File: src/rtl/rgbpb_pkg.sv
// Shared types, constants and an arithmetic helper for the RGBA pixel blender.
`default_nettype none

package rgbpb_pkg;

	localparam int CH_W     = 8;
	localparam int MODE_W   = 3;
	localparam int APB_AW   = 3;
	localparam int APB_DW   = 32;
	localparam int PROD_W   = 2 * CH_W;

	typedef logic [CH_W-1:0]   chan_t;
	typedef logic [MODE_W-1:0] mode_t;
	typedef logic [PROD_W-1:0] prod_t;

	typedef enum logic [MODE_W-1:0] {
		BM_NONE        = 3'd0,
		BM_ALPHA       = 3'd1,
		BM_ADDITIVE    = 3'd2,
		BM_MULTIPLY    = 3'd3,
		BM_SUBTRACTIVE = 3'd4,
		BM_SCREEN      = 3'd5,
		BM_OVERLAY     = 3'd6
	} blend_mode_t;

	localparam logic REG_BLEND_MODE = 1'b0;

	localparam mode_t MODE_RESET = BM_NONE;

	// Exact floor(x / 255) for every x below 65280, by multiplying with the reciprocal.
	function automatic chan_t div255(input prod_t x);
		logic [24:0] p;
		p = ({9'd0, x} + 25'd1) * 25'd257;
		return p[23:16];
	endfunction

endpackage

`default_nettype wire

File: src/rtl/rgbpb_apb_regs.sv
// APB register block holding the blend mode register.
`default_nettype none

module rgbpb_apb_regs
	import rgbpb_pkg::*;
(
	input  wire logic              clk,
	input  wire logic              arst_n,
	input  wire logic              psel,
	input  wire logic              penable,
	input  wire logic              pwrite,
	input  wire logic [APB_AW-1:0] paddr,
	input  wire logic [APB_DW-1:0] pwdata,
	output logic      [APB_DW-1:0] prdata,
	output logic                   pready,
	output mode_t                  blend_mode
);

	mode_t mode_q;
	logic  wr_en;
	logic  hit_mode;

	assign pready   = 1'b1;
	assign hit_mode = (paddr[2] == REG_BLEND_MODE) && (paddr[1:0] == 2'b00);
	assign wr_en    = psel && penable && pwrite && pready;

	always_ff @(posedge clk or negedge arst_n) begin
		if (!arst_n) begin
			mode_q <= MODE_RESET;
		end else if (wr_en && hit_mode) begin
			mode_q <= pwdata[MODE_W-1:0];
		end
	end

	always_comb begin
		prdata = '0;
		if (hit_mode) begin
			prdata = {{(APB_DW-MODE_W){1'b0}}, mode_q};
		end
	end

	assign blend_mode = mode_q;

endmodule

`default_nettype wire

File: src/rtl/rgbpb_chan.sv
// Blend arithmetic for one colour or alpha channel of a pixel.
`default_nettype none

module rgbpb_chan
	import rgbpb_pkg::*;
(
	input  wire mode_t mode,
	input  wire logic  alpha_lane,
	input  wire chan_t d,
	input  wire chan_t s,
	input  wire chan_t a,
	output chan_t      r
);

	prod_t       p_sa;
	prod_t       p_da;
	prod_t       p_mul;
	prod_t       p_scr;
	prod_t       alpha_sum;
	prod_t       div_in;
	logic        inv;
	chan_t       quo;
	logic [8:0]  add_sum;
	chan_t       add_sat;
	chan_t       sub_clamp;

	always_comb begin
		p_sa      = alpha_lane ? ({a, 8'd0} - {8'd0, a}) : (s * a);
		p_da      = d * chan_t'(~a);
		p_mul     = d * s;
		p_scr     = chan_t'(~d) * chan_t'(~s);
		alpha_sum = p_sa + p_da;
		add_sum   = {1'b0, d} + {1'b0, s};
		add_sat   = add_sum[8] ? 8'hFF : add_sum[7:0];
		sub_clamp = (d > s) ? (d - s) : 8'd0;
	end

	always_comb begin
		div_in = p_mul;
		inv    = 1'b0;
		case (mode)
			BM_ALPHA: begin
				div_in = alpha_sum;
			end
			BM_SCREEN: begin
				div_in = p_scr;
				inv    = 1'b1;
			end
			BM_OVERLAY: begin
				if (d[7]) begin
					div_in = {p_scr[14:0], 1'b0} + 16'd254;
					inv    = 1'b1;
				end else begin
					div_in = {p_mul[14:0], 1'b0};
				end
			end
			default: begin
				div_in = p_mul;
				inv    = 1'b0;
			end
		endcase
	end

	assign quo = div255(div_in) ^ {CH_W{inv}};

	always_comb begin
		case (mode)
			BM_ALPHA, BM_MULTIPLY, BM_SCREEN, BM_OVERLAY: r = quo;
			BM_ADDITIVE:    r = add_sat;
			BM_SUBTRACTIVE: r = sub_clamp;
			default:        r = s;
		endcase
	end

endmodule

`default_nettype wire

File: src/rtl/rgba_pixel_blend.sv
// Top level of the RGBA8 pixel blender: input stage, four channel units and result stage.
//
// Channel   Direction  Handshake               Payload
// in        input      in_valid / in_stall     dst_red..dst_alpha, src_red..src_alpha
// out       output     out_valid / out_stall   out_red, out_green, out_blue, out_alpha
// config    input      APB psel/penable/pready blend_mode at byte address 0
//
// Each pixel passes through the input register and then the result register,
// and one pixel can be transferred in every cycle unless in_stall is raised.
// The input register and result register bound a single pass of channel arithmetic.
// Reset clears both valid flags and sets the mode to none. A stalled result holds in
// the result register while the input register still takes one more pixel.
`default_nettype none

module rgba_pixel_blend
	import rgbpb_pkg::*;
(
	input  wire logic              clk,
	input  wire logic              arst_n,
	input  wire logic              psel,
	input  wire logic              penable,
	input  wire logic              pwrite,
	input  wire logic [APB_AW-1:0] paddr,
	input  wire logic [APB_DW-1:0] pwdata,
	output logic      [APB_DW-1:0] prdata,
	output logic                   pready,
	input  wire logic              in_valid,
	output logic                   in_stall,
	input  wire chan_t             dst_red,
	input  wire chan_t             dst_green,
	input  wire chan_t             dst_blue,
	input  wire chan_t             dst_alpha,
	input  wire chan_t             src_red,
	input  wire chan_t             src_green,
	input  wire chan_t             src_blue,
	input  wire chan_t             src_alpha,
	output logic                   out_valid,
	input  wire logic              out_stall,
	output chan_t                  out_red,
	output chan_t                  out_green,
	output chan_t                  out_blue,
	output chan_t                  out_alpha
);

	mode_t mode;
	logic  v_s1;
	logic  v_s2;
	logic  adv_s2;
	logic  mv_s1;
	logic  ld_s1;
	chan_t dst_s1 [4];
	chan_t src_s1 [4];
	chan_t res    [4];
	chan_t res_s2 [4];

	rgbpb_apb_regs u_regs (
		.clk        (clk),
		.arst_n     (arst_n),
		.psel       (psel),
		.penable    (penable),
		.pwrite     (pwrite),
		.paddr      (paddr),
		.pwdata     (pwdata),
		.prdata     (prdata),
		.pready     (pready),
		.blend_mode (mode)
	);

	assign adv_s2   = !v_s2 || !out_stall;
	assign mv_s1    = v_s1 && adv_s2;
	assign in_stall = v_s1 && !adv_s2;
	assign ld_s1    = in_valid && !in_stall;

	always_ff @(posedge clk or negedge arst_n) begin
		if (!arst_n) begin
			v_s1 <= 1'b0;
			v_s2 <= 1'b0;
		end else begin
			v_s1 <= ld_s1 || (v_s1 && !adv_s2);
			v_s2 <= mv_s1 || (v_s2 && out_stall);
		end
	end

	always_ff @(posedge clk) begin
		if (ld_s1) begin
			dst_s1[0] <= dst_red;
			dst_s1[1] <= dst_green;
			dst_s1[2] <= dst_blue;
			dst_s1[3] <= dst_alpha;
			src_s1[0] <= src_red;
			src_s1[1] <= src_green;
			src_s1[2] <= src_blue;
			src_s1[3] <= src_alpha;
		end
	end

	for (genvar i = 0; i < 4; i++) begin : g_chan
		rgbpb_chan u_chan (
			.mode       (mode),
			.alpha_lane (i == 3),
			.d          (dst_s1[i]),
			.s          (src_s1[i]),
			.a          (src_s1[3]),
			.r          (res[i])
		);
	end

	always_ff @(posedge clk) begin
		if (mv_s1) begin
			res_s2 <= res;
		end
	end

	assign out_valid = v_s2;
	assign out_red   = res_s2[0];
	assign out_green = res_s2[1];
	assign out_blue  = res_s2[2];
	assign out_alpha = res_s2[3];

	a_accept_fills_s1: assert property (@(posedge clk) disable iff (!arst_n)
		ld_s1 |=> v_s1)
		else $error("Accepted input transfer did not reach the input stage.");

	a_move_fills_s2: assert property (@(posedge clk) disable iff (!arst_n)
		mv_s1 |=> v_s2)
		else $error("Pixel leaving the input stage did not reach the result stage.");

	a_stall_only_full: assert property (@(posedge clk) disable iff (!arst_n)
		in_stall |-> (v_s1 && v_s2 && out_stall))
		else $error("Input stalled while the pipeline had room.");

	a_held_result: assert property (@(posedge clk) disable iff (!arst_n)
		(v_s2 && out_stall) |=> (v_s2 && $stable(out_red) && $stable(out_alpha)))
		else $error("Stalled result was lost or changed.");

	a_none_passes_src: assert property (@(posedge clk) disable iff (!arst_n)
		(mv_s1 && mode == BM_NONE) |=> (out_red == $past(src_s1[0])
			&& out_alpha == $past(src_s1[3])))
		else $error("Mode none did not pass the source pixel.");

endmodule

`default_nettype wire
File: config.mk
export PLATFORM = sky130hd
export DESIGN_NAME = rgba_pixel_blend
export DESIGN_NICKNAME = d
export VERILOG_FILES = /design/src/rtl/rgbpb_pkg.sv /design/src/rtl/rgbpb_apb_regs.sv /design/src/rtl/rgbpb_chan.sv /design/src/rtl/rgba_pixel_blend.sv
export SDC_FILE = /design/constraint.sdc
export NUM_CORES = 2
export LEC_CHECK = 0
export BUFFER_PORTS_ARGS = -buffer_cell sky130_fd_sc_hd__buf_4
export CORE_MARGIN = 2
export CORE_UTILIZATION = 25
export CTS_CLUSTER_SIZE = 14
export DETAILED_ROUTE_END_ITERATION = 8
export MAX_ROUTING_LAYER = met4
export PLACE_DENSITY = 0.36
export SKIP_CTS_REPAIR_TIMING = 1
export SYNTH_ARGS = -nofsm -noshare
export SYNTH_HDL_FRONTEND = slang
export SYNTH_SLANG_ARGS = --single-unit
File: constraint.sdc
create_clock -name clk -period 14.65 [get_ports clk]
set_clock_uncertainty 0.05 [all_clocks]
set_input_delay 0.7325 -clock clk [delete_from_list [all_inputs] [get_ports clk]]
set_output_delay 0.7325 -clock clk [all_outputs]
set_load 0.02 [all_outputs]
== Word level (Yosys, flattened, before mapping) ==
Memory sizes are Yosys's and may differ from the RTL's.
Cells that the tools add are included.

* Add/subtract/negate cells: 21
* Multiply operators: 19
* Divide/modulo/power cells: 0
* $lt $le $gt $ge: 4
* Eq/ne operators: 6
* Shifts and indexed selects: 0
* Muxes and demuxes: 31
* Bitwise logic cells: 13
* Reductions and logical operators: 17

{| class="wikitable"
|+ Operator list
! kind !! count
|-
| 8-bit by 8-bit multiplier with 16-bit output || 15
|-
| 16-bit case mux with 3 select lines || 4
|-
| 25-bit by 9-bit multiplier with 24-bit output (second input constant) || 4
|-
| 8-bit case mux with 3 select lines || 4
|-
| 16-bit by 1-bit adder with 17-bit output (second input constant) || 4
|-
| 16-bit adder || 4
|-
| 16-bit by 8-bit adder with 16-bit output (second input constant) || 4
|-
| 16-bit 2-to-1 mux || 4
|-
| 8-bit 2-to-1 mux || 8
|-
| 8-bit NOT || 8
|-
| 8-bit by 8-bit adder with 9-bit output || 4
|-
| 8-bit greater-than comparator || 4
|-
| 8-bit subtractor || 4
|-
| 8-bit XOR || 4
|-
| 16-bit by 8-bit subtractor with 16-bit output || 1
|-
| 3-bit == test (second input constant) || 3
|-
| 1-bit logical AND || 8
|-
| 1-bit case mux with 2 select lines || 4
|-
| 3-bit by 2-bit == test with 1-bit output (second input constant) || 2
|-
| 1-bit 2-to-1 mux || 6
|-
| 1-bit zero test || 4
|-
| 4-bit OR reduction || 1
|-
| 3-bit by 1-bit == test with 1-bit output (second input constant) || 1
|-
| 1-bit logical OR || 3
|-
| other kinds (3) || 3
|}

* Register bits: 37
* Latch bits: 0
* Bits in writable memories: 64
* ROM bits: 0
* Bits of input ports: 106
* Output and inout bits: 67
* Logic and storage cells: 120
* Memories kept: 2

{| class="wikitable"
|+ Memory list
! name !! depth !! bits a word !! read ports !! clocked after memory_dff !! write ports !! RTL line !! text
|-
| dst_s1 || 4 || 8 || 4 || 0 || 4 || rgba_pixel_blend.sv:51 || <nowiki>chan_t dst_s1 [4];</nowiki>
|-
| src_s1 || 4 || 8 || 4 || 0 || 4 || rgba_pixel_blend.sv:52 || <nowiki>chan_t src_s1 [4];</nowiki>
|}

== Depth between registers and ports, before layout ==
An unclocked memory read counts as a cell.

* Word-level depth: 10
* Depth in mapped cells: 41
* Depth with buffers taken out: 38

== Modules after synthesis ==
A second synthesis with hierarchy kept.

* Cell total of the unflattened synthesis: 6124
* Area total of the unflattened synthesis: 50236.9 um^2

{| class="wikitable"
|+ By module, submodules not included
! module !! times used !! cells an instance !! area an instance (um^2) !! sequential area each (um^2)
|-
| rgbpb_chan (g_chan[2].u_chan) || 1 || 1510 || 11837.6 || 0.0
|-
| rgbpb_chan (g_chan[0].u_chan) || 1 || 1516 || 11813.8 || 0.0
|-
| rgbpb_chan (g_chan[1].u_chan) || 1 || 1479 || 11639.9 || 0.0
|-
| rgbpb_chan (g_chan[3].u_chan) || 1 || 1470 || 11566.1 || 0.0
|-
| rgba_pixel_blend || 1 || 106 || 2982.9 || 2932.8
|-
| rgbpb_apb_regs || 1 || 43 || 396.6 || 75.1
|}

== Least setup slack after synthesis ==
No wires, ideal clock.

* Kind: register to register
* Start point: memory src_s1[3][7] in the netlist's numbering
* End point: register res_s2 (netlist bit out_red[7]) (data pin)
* Library setup time: 0.258 ns
* Arrival time: 9.655 ns
* Required time: 14.342 ns
* Path slack: 4.687 ns
* Cell stages (with the launch flop): 38
* Buffers on the path: 3
* Clock period less this slack: 9.963 ns
* Path through: edfxtp_1 clkbuf_1 inv_1 clkbuf_1 buf_1 nand2_1 fa_1 fa_1 inv_1 fa_1 fa_1 fa_1 inv_1 fa_1 inv_1 ha_1 or3b_1 a21oi_1 [... 2 more ...] o31ai_1 o32ai_2 or3b_4 nor4_1 nor2_1 ha_1 ha_1 ha_1 nand4_1 nor3_1 inv_1 a211o_1 a311o_1 a211oi_4 o2111a_1 xnor2_1 xnor2_1 o221a_1

{| class="wikitable"
|+ RTL lines
! item !! RTL line !! text
|-
| start, declared || rgba_pixel_blend.sv:52 ||
|-
| end signal, assigned || rgba_pixel_blend.sv:110 || <nowiki>res_s2 <= res;</nowiki>
|-
| end, declared || rgba_pixel_blend.sv:54 || <nowiki>chan_t res_s2 [4];</nowiki>
|}

==> metrics.txt <==
status completed; Clock Path Buffers 2; Die Ht 431 um; Worst Setup Start Kind flip-flop; initial drt markers 1,968; maximum VDD drop 0.157 mV; Final Hold Fails 0; EDFF count, synth 96; vias in the first global route 39.8k; first-pass GRT wire length 266,000 um; global placer's final weighted congestion 0.850; number of port buffers 113; Tmin final 11,250 ps; Rows 156; H-tree level count 3; synth top area cells fa_1 (28%), ha_1 (20%), inv_1 (8.1%), edfxtp_1 (6.3%), nor2_1 (6.0%); DRC viols 0; worst skew pair latency 490 ps; CP most frequent cell fa_1; Starting Density 0.252; total wire length 176,000 um; Root Driver clkbuf_16; clock sink count 101; FF/Latch Area 0.00301 mm^2; Setup CP Type reg2reg; number of antenna-violating nets in the routed design 0; Synth area leader fa_1; CTS tree done; drt pass-1 iters 6; Pwr Total 0.0115 W; multi-input logic area 0.0377 mm^2; Slew headroom 0.249; nets 6,911; top_reg_cell synth edfxtp_1; share of cells above drive strength 1 0.0694; Mapped Cells 5,445; most common cell in the netlist inv_1; RSZ-0062 raised after global routing no; initial antenna violation count 5; Vias/cell 4.78; actual slew at the worst max-slew pin 1120 ps; Post-DP Area 0.0491 mm^2; die width 431 um; Finished Core Util 0.274; CP top delay family adder cells; post-synthesis sequential area ratio 0.0661; Critical Path Slowest Stage Cell inv_2; synth warn 0; CORE AREA 0.181 mm^2; Layout area overhead 8.64%; CTS buffer count 9; syn_area_per_cell 8.36 um^2; synth cell count leaders inv_1 (987), nor2_1 (723), ha_1 (718); Crit Path Max Fanout 32; Max Cap Violations 0; Final Max Slew Viols 0; period utilisation layout 0.768; Worst Setup End Kind flip-flop; global-route usage over all layers 0.198; HP Class in2reg; Yosys cell types 133; Final Cell Area 0.0494 mm^2; setup TNS 0 ps; routed via count 37.4k; Leakage 24.5 nW; Setup-failing EPs final 0; Seq cells post-synth 101; WP buf/inv 7; DIE AREA 0.185 mm^2; Worst-path clk slew 100 ps; area fraction of the dominant cell type after synthesis 0.278; largest net degree at the start of global routing 57; global route total overflow 0; delay of the slowest critical-path stage 690 ps; Synth async-reset ratio 0.0495; Data required, critical path 14,800 ps; fmax 0.0889 GHz; Wirelength per Cell 22.5 um; Ports 173; pwr/cell area 232 mW/mm^2; Critical Path AT 11,400 ps; Synth Cell Area 0.0455 mm^2; HPWL after DPL 136,000 um; fill cell count 19.7k
[path summary, 6_finish.rpt]
check                           depth (start not counted)  slack [ps]    startpoint              endpoint
worst max-delay path                                   38        3400  src_s1[3][4]          out_green[7]
worst min-delay path                                    1         360    src_red[7]          src_s1[0][7]
worst max register to register                         38        3400  src_s1[3][4]          out_green[7]
worst min register to register                          1         440          v_s1             out_valid
max in group asynchronous                               2       13890        arst_n  u_regs.blend_mode[2]
min in group asynchronous                               2         540        arst_n                  v_s1
[metal layers]
| layer | part of all wire | vias to the layer above | track usage | wire length, um |
|---|---|---|---|---|
| li1 | - | 17600 | - | - |
| met1 | 0.46 | 19100 | 0.259 | 81700 |
| met2 | 0.49 | 617 | 0.338 | 86900 |
| met3 | 0.025 | 103 | 0.0126 | 4380 |
| met4 | 0.019 | 0 | 0.0400 | 3290 |
| met5 | 0 | - | - | 0 |
[where the power goes]
group,internal [W],switching [W],total [W]
sequential,0.000397,0.0000232,0.000421
combinational,0.00415,0.00659,0.0107
clock,0.000120,0.000173,0.000293
total,0.00467,0.00679,0.0115
[cells by family after synthesis]
family / synth area share
compound gates: 0.135
xor+xnor: 0.0540
fa+ha+maj: 0.475
buf+inv: 0.110
flops: 0.0661
mux: 0.00500
other cells: 0.000165
simple gates: 0.154
[layout by cell type (no fill, tap or decap), types with 33 or more instances in the layout]
cell type,Yosys,final
nand3_1,54,53
a21oi_1,221,220
ha_1,718,718
a21o_1,85,85
a221oi_1,35,35
o21ai_0,124,124
o21a_1,39,39
xnor2_1,180,180
nor2_1,723,721
conb_1,2,33
nor3_1,44,43
nand2_1,464,463
inv_1,987,981
xor2_1,84,84
buf_4,37,225
and2_1,34,33
o211ai_1,33,33
fa_1,632,632
edfxtp_1,96,96
[area by class of cell]
| class | instances | share of cell area |
|---|---|---|
| Clock buffer | 10 | 0.00463 |
| Antenna cell | 1 | 0.0000506 |
| Tap cell | 2370 | 0.0600 |
| Sequential cell | 101 | 0.0609 |
| Inverter | 1013 | 0.0769 |
| Multi-Input combinational cell | 4104 | 0.762 |
| Clock inverter | 6 | 0.00132 |
| Timing Repair Buffer | 226 | 0.0344 |
[sequential cells by signal, summed over array words and instances (netlist names)]
signal             cells
u_regs.blend_mode      3
out_alpha              8
src_s1                32
dst_s1                32
out_red                8
out_valid              1
v_s1                   1
out_green              8
out_blue               8
[per-stage QoR]
step / std cells / setup slack [ps] / hold slack, ps
2_1_floorplan: 5476 / 4690 / 387
3_5_place_dp: 7813 / 3400 / 430
3_3_place_gp: 7813 / 3340 / 416
5_1_grt: 7830 / 2660 / 332
4_1_cts: 7829 / 3290 / -54.2
6_report: 7831 / 3400 / 357
Note: power is estimated with default switching activity, not from simulation.
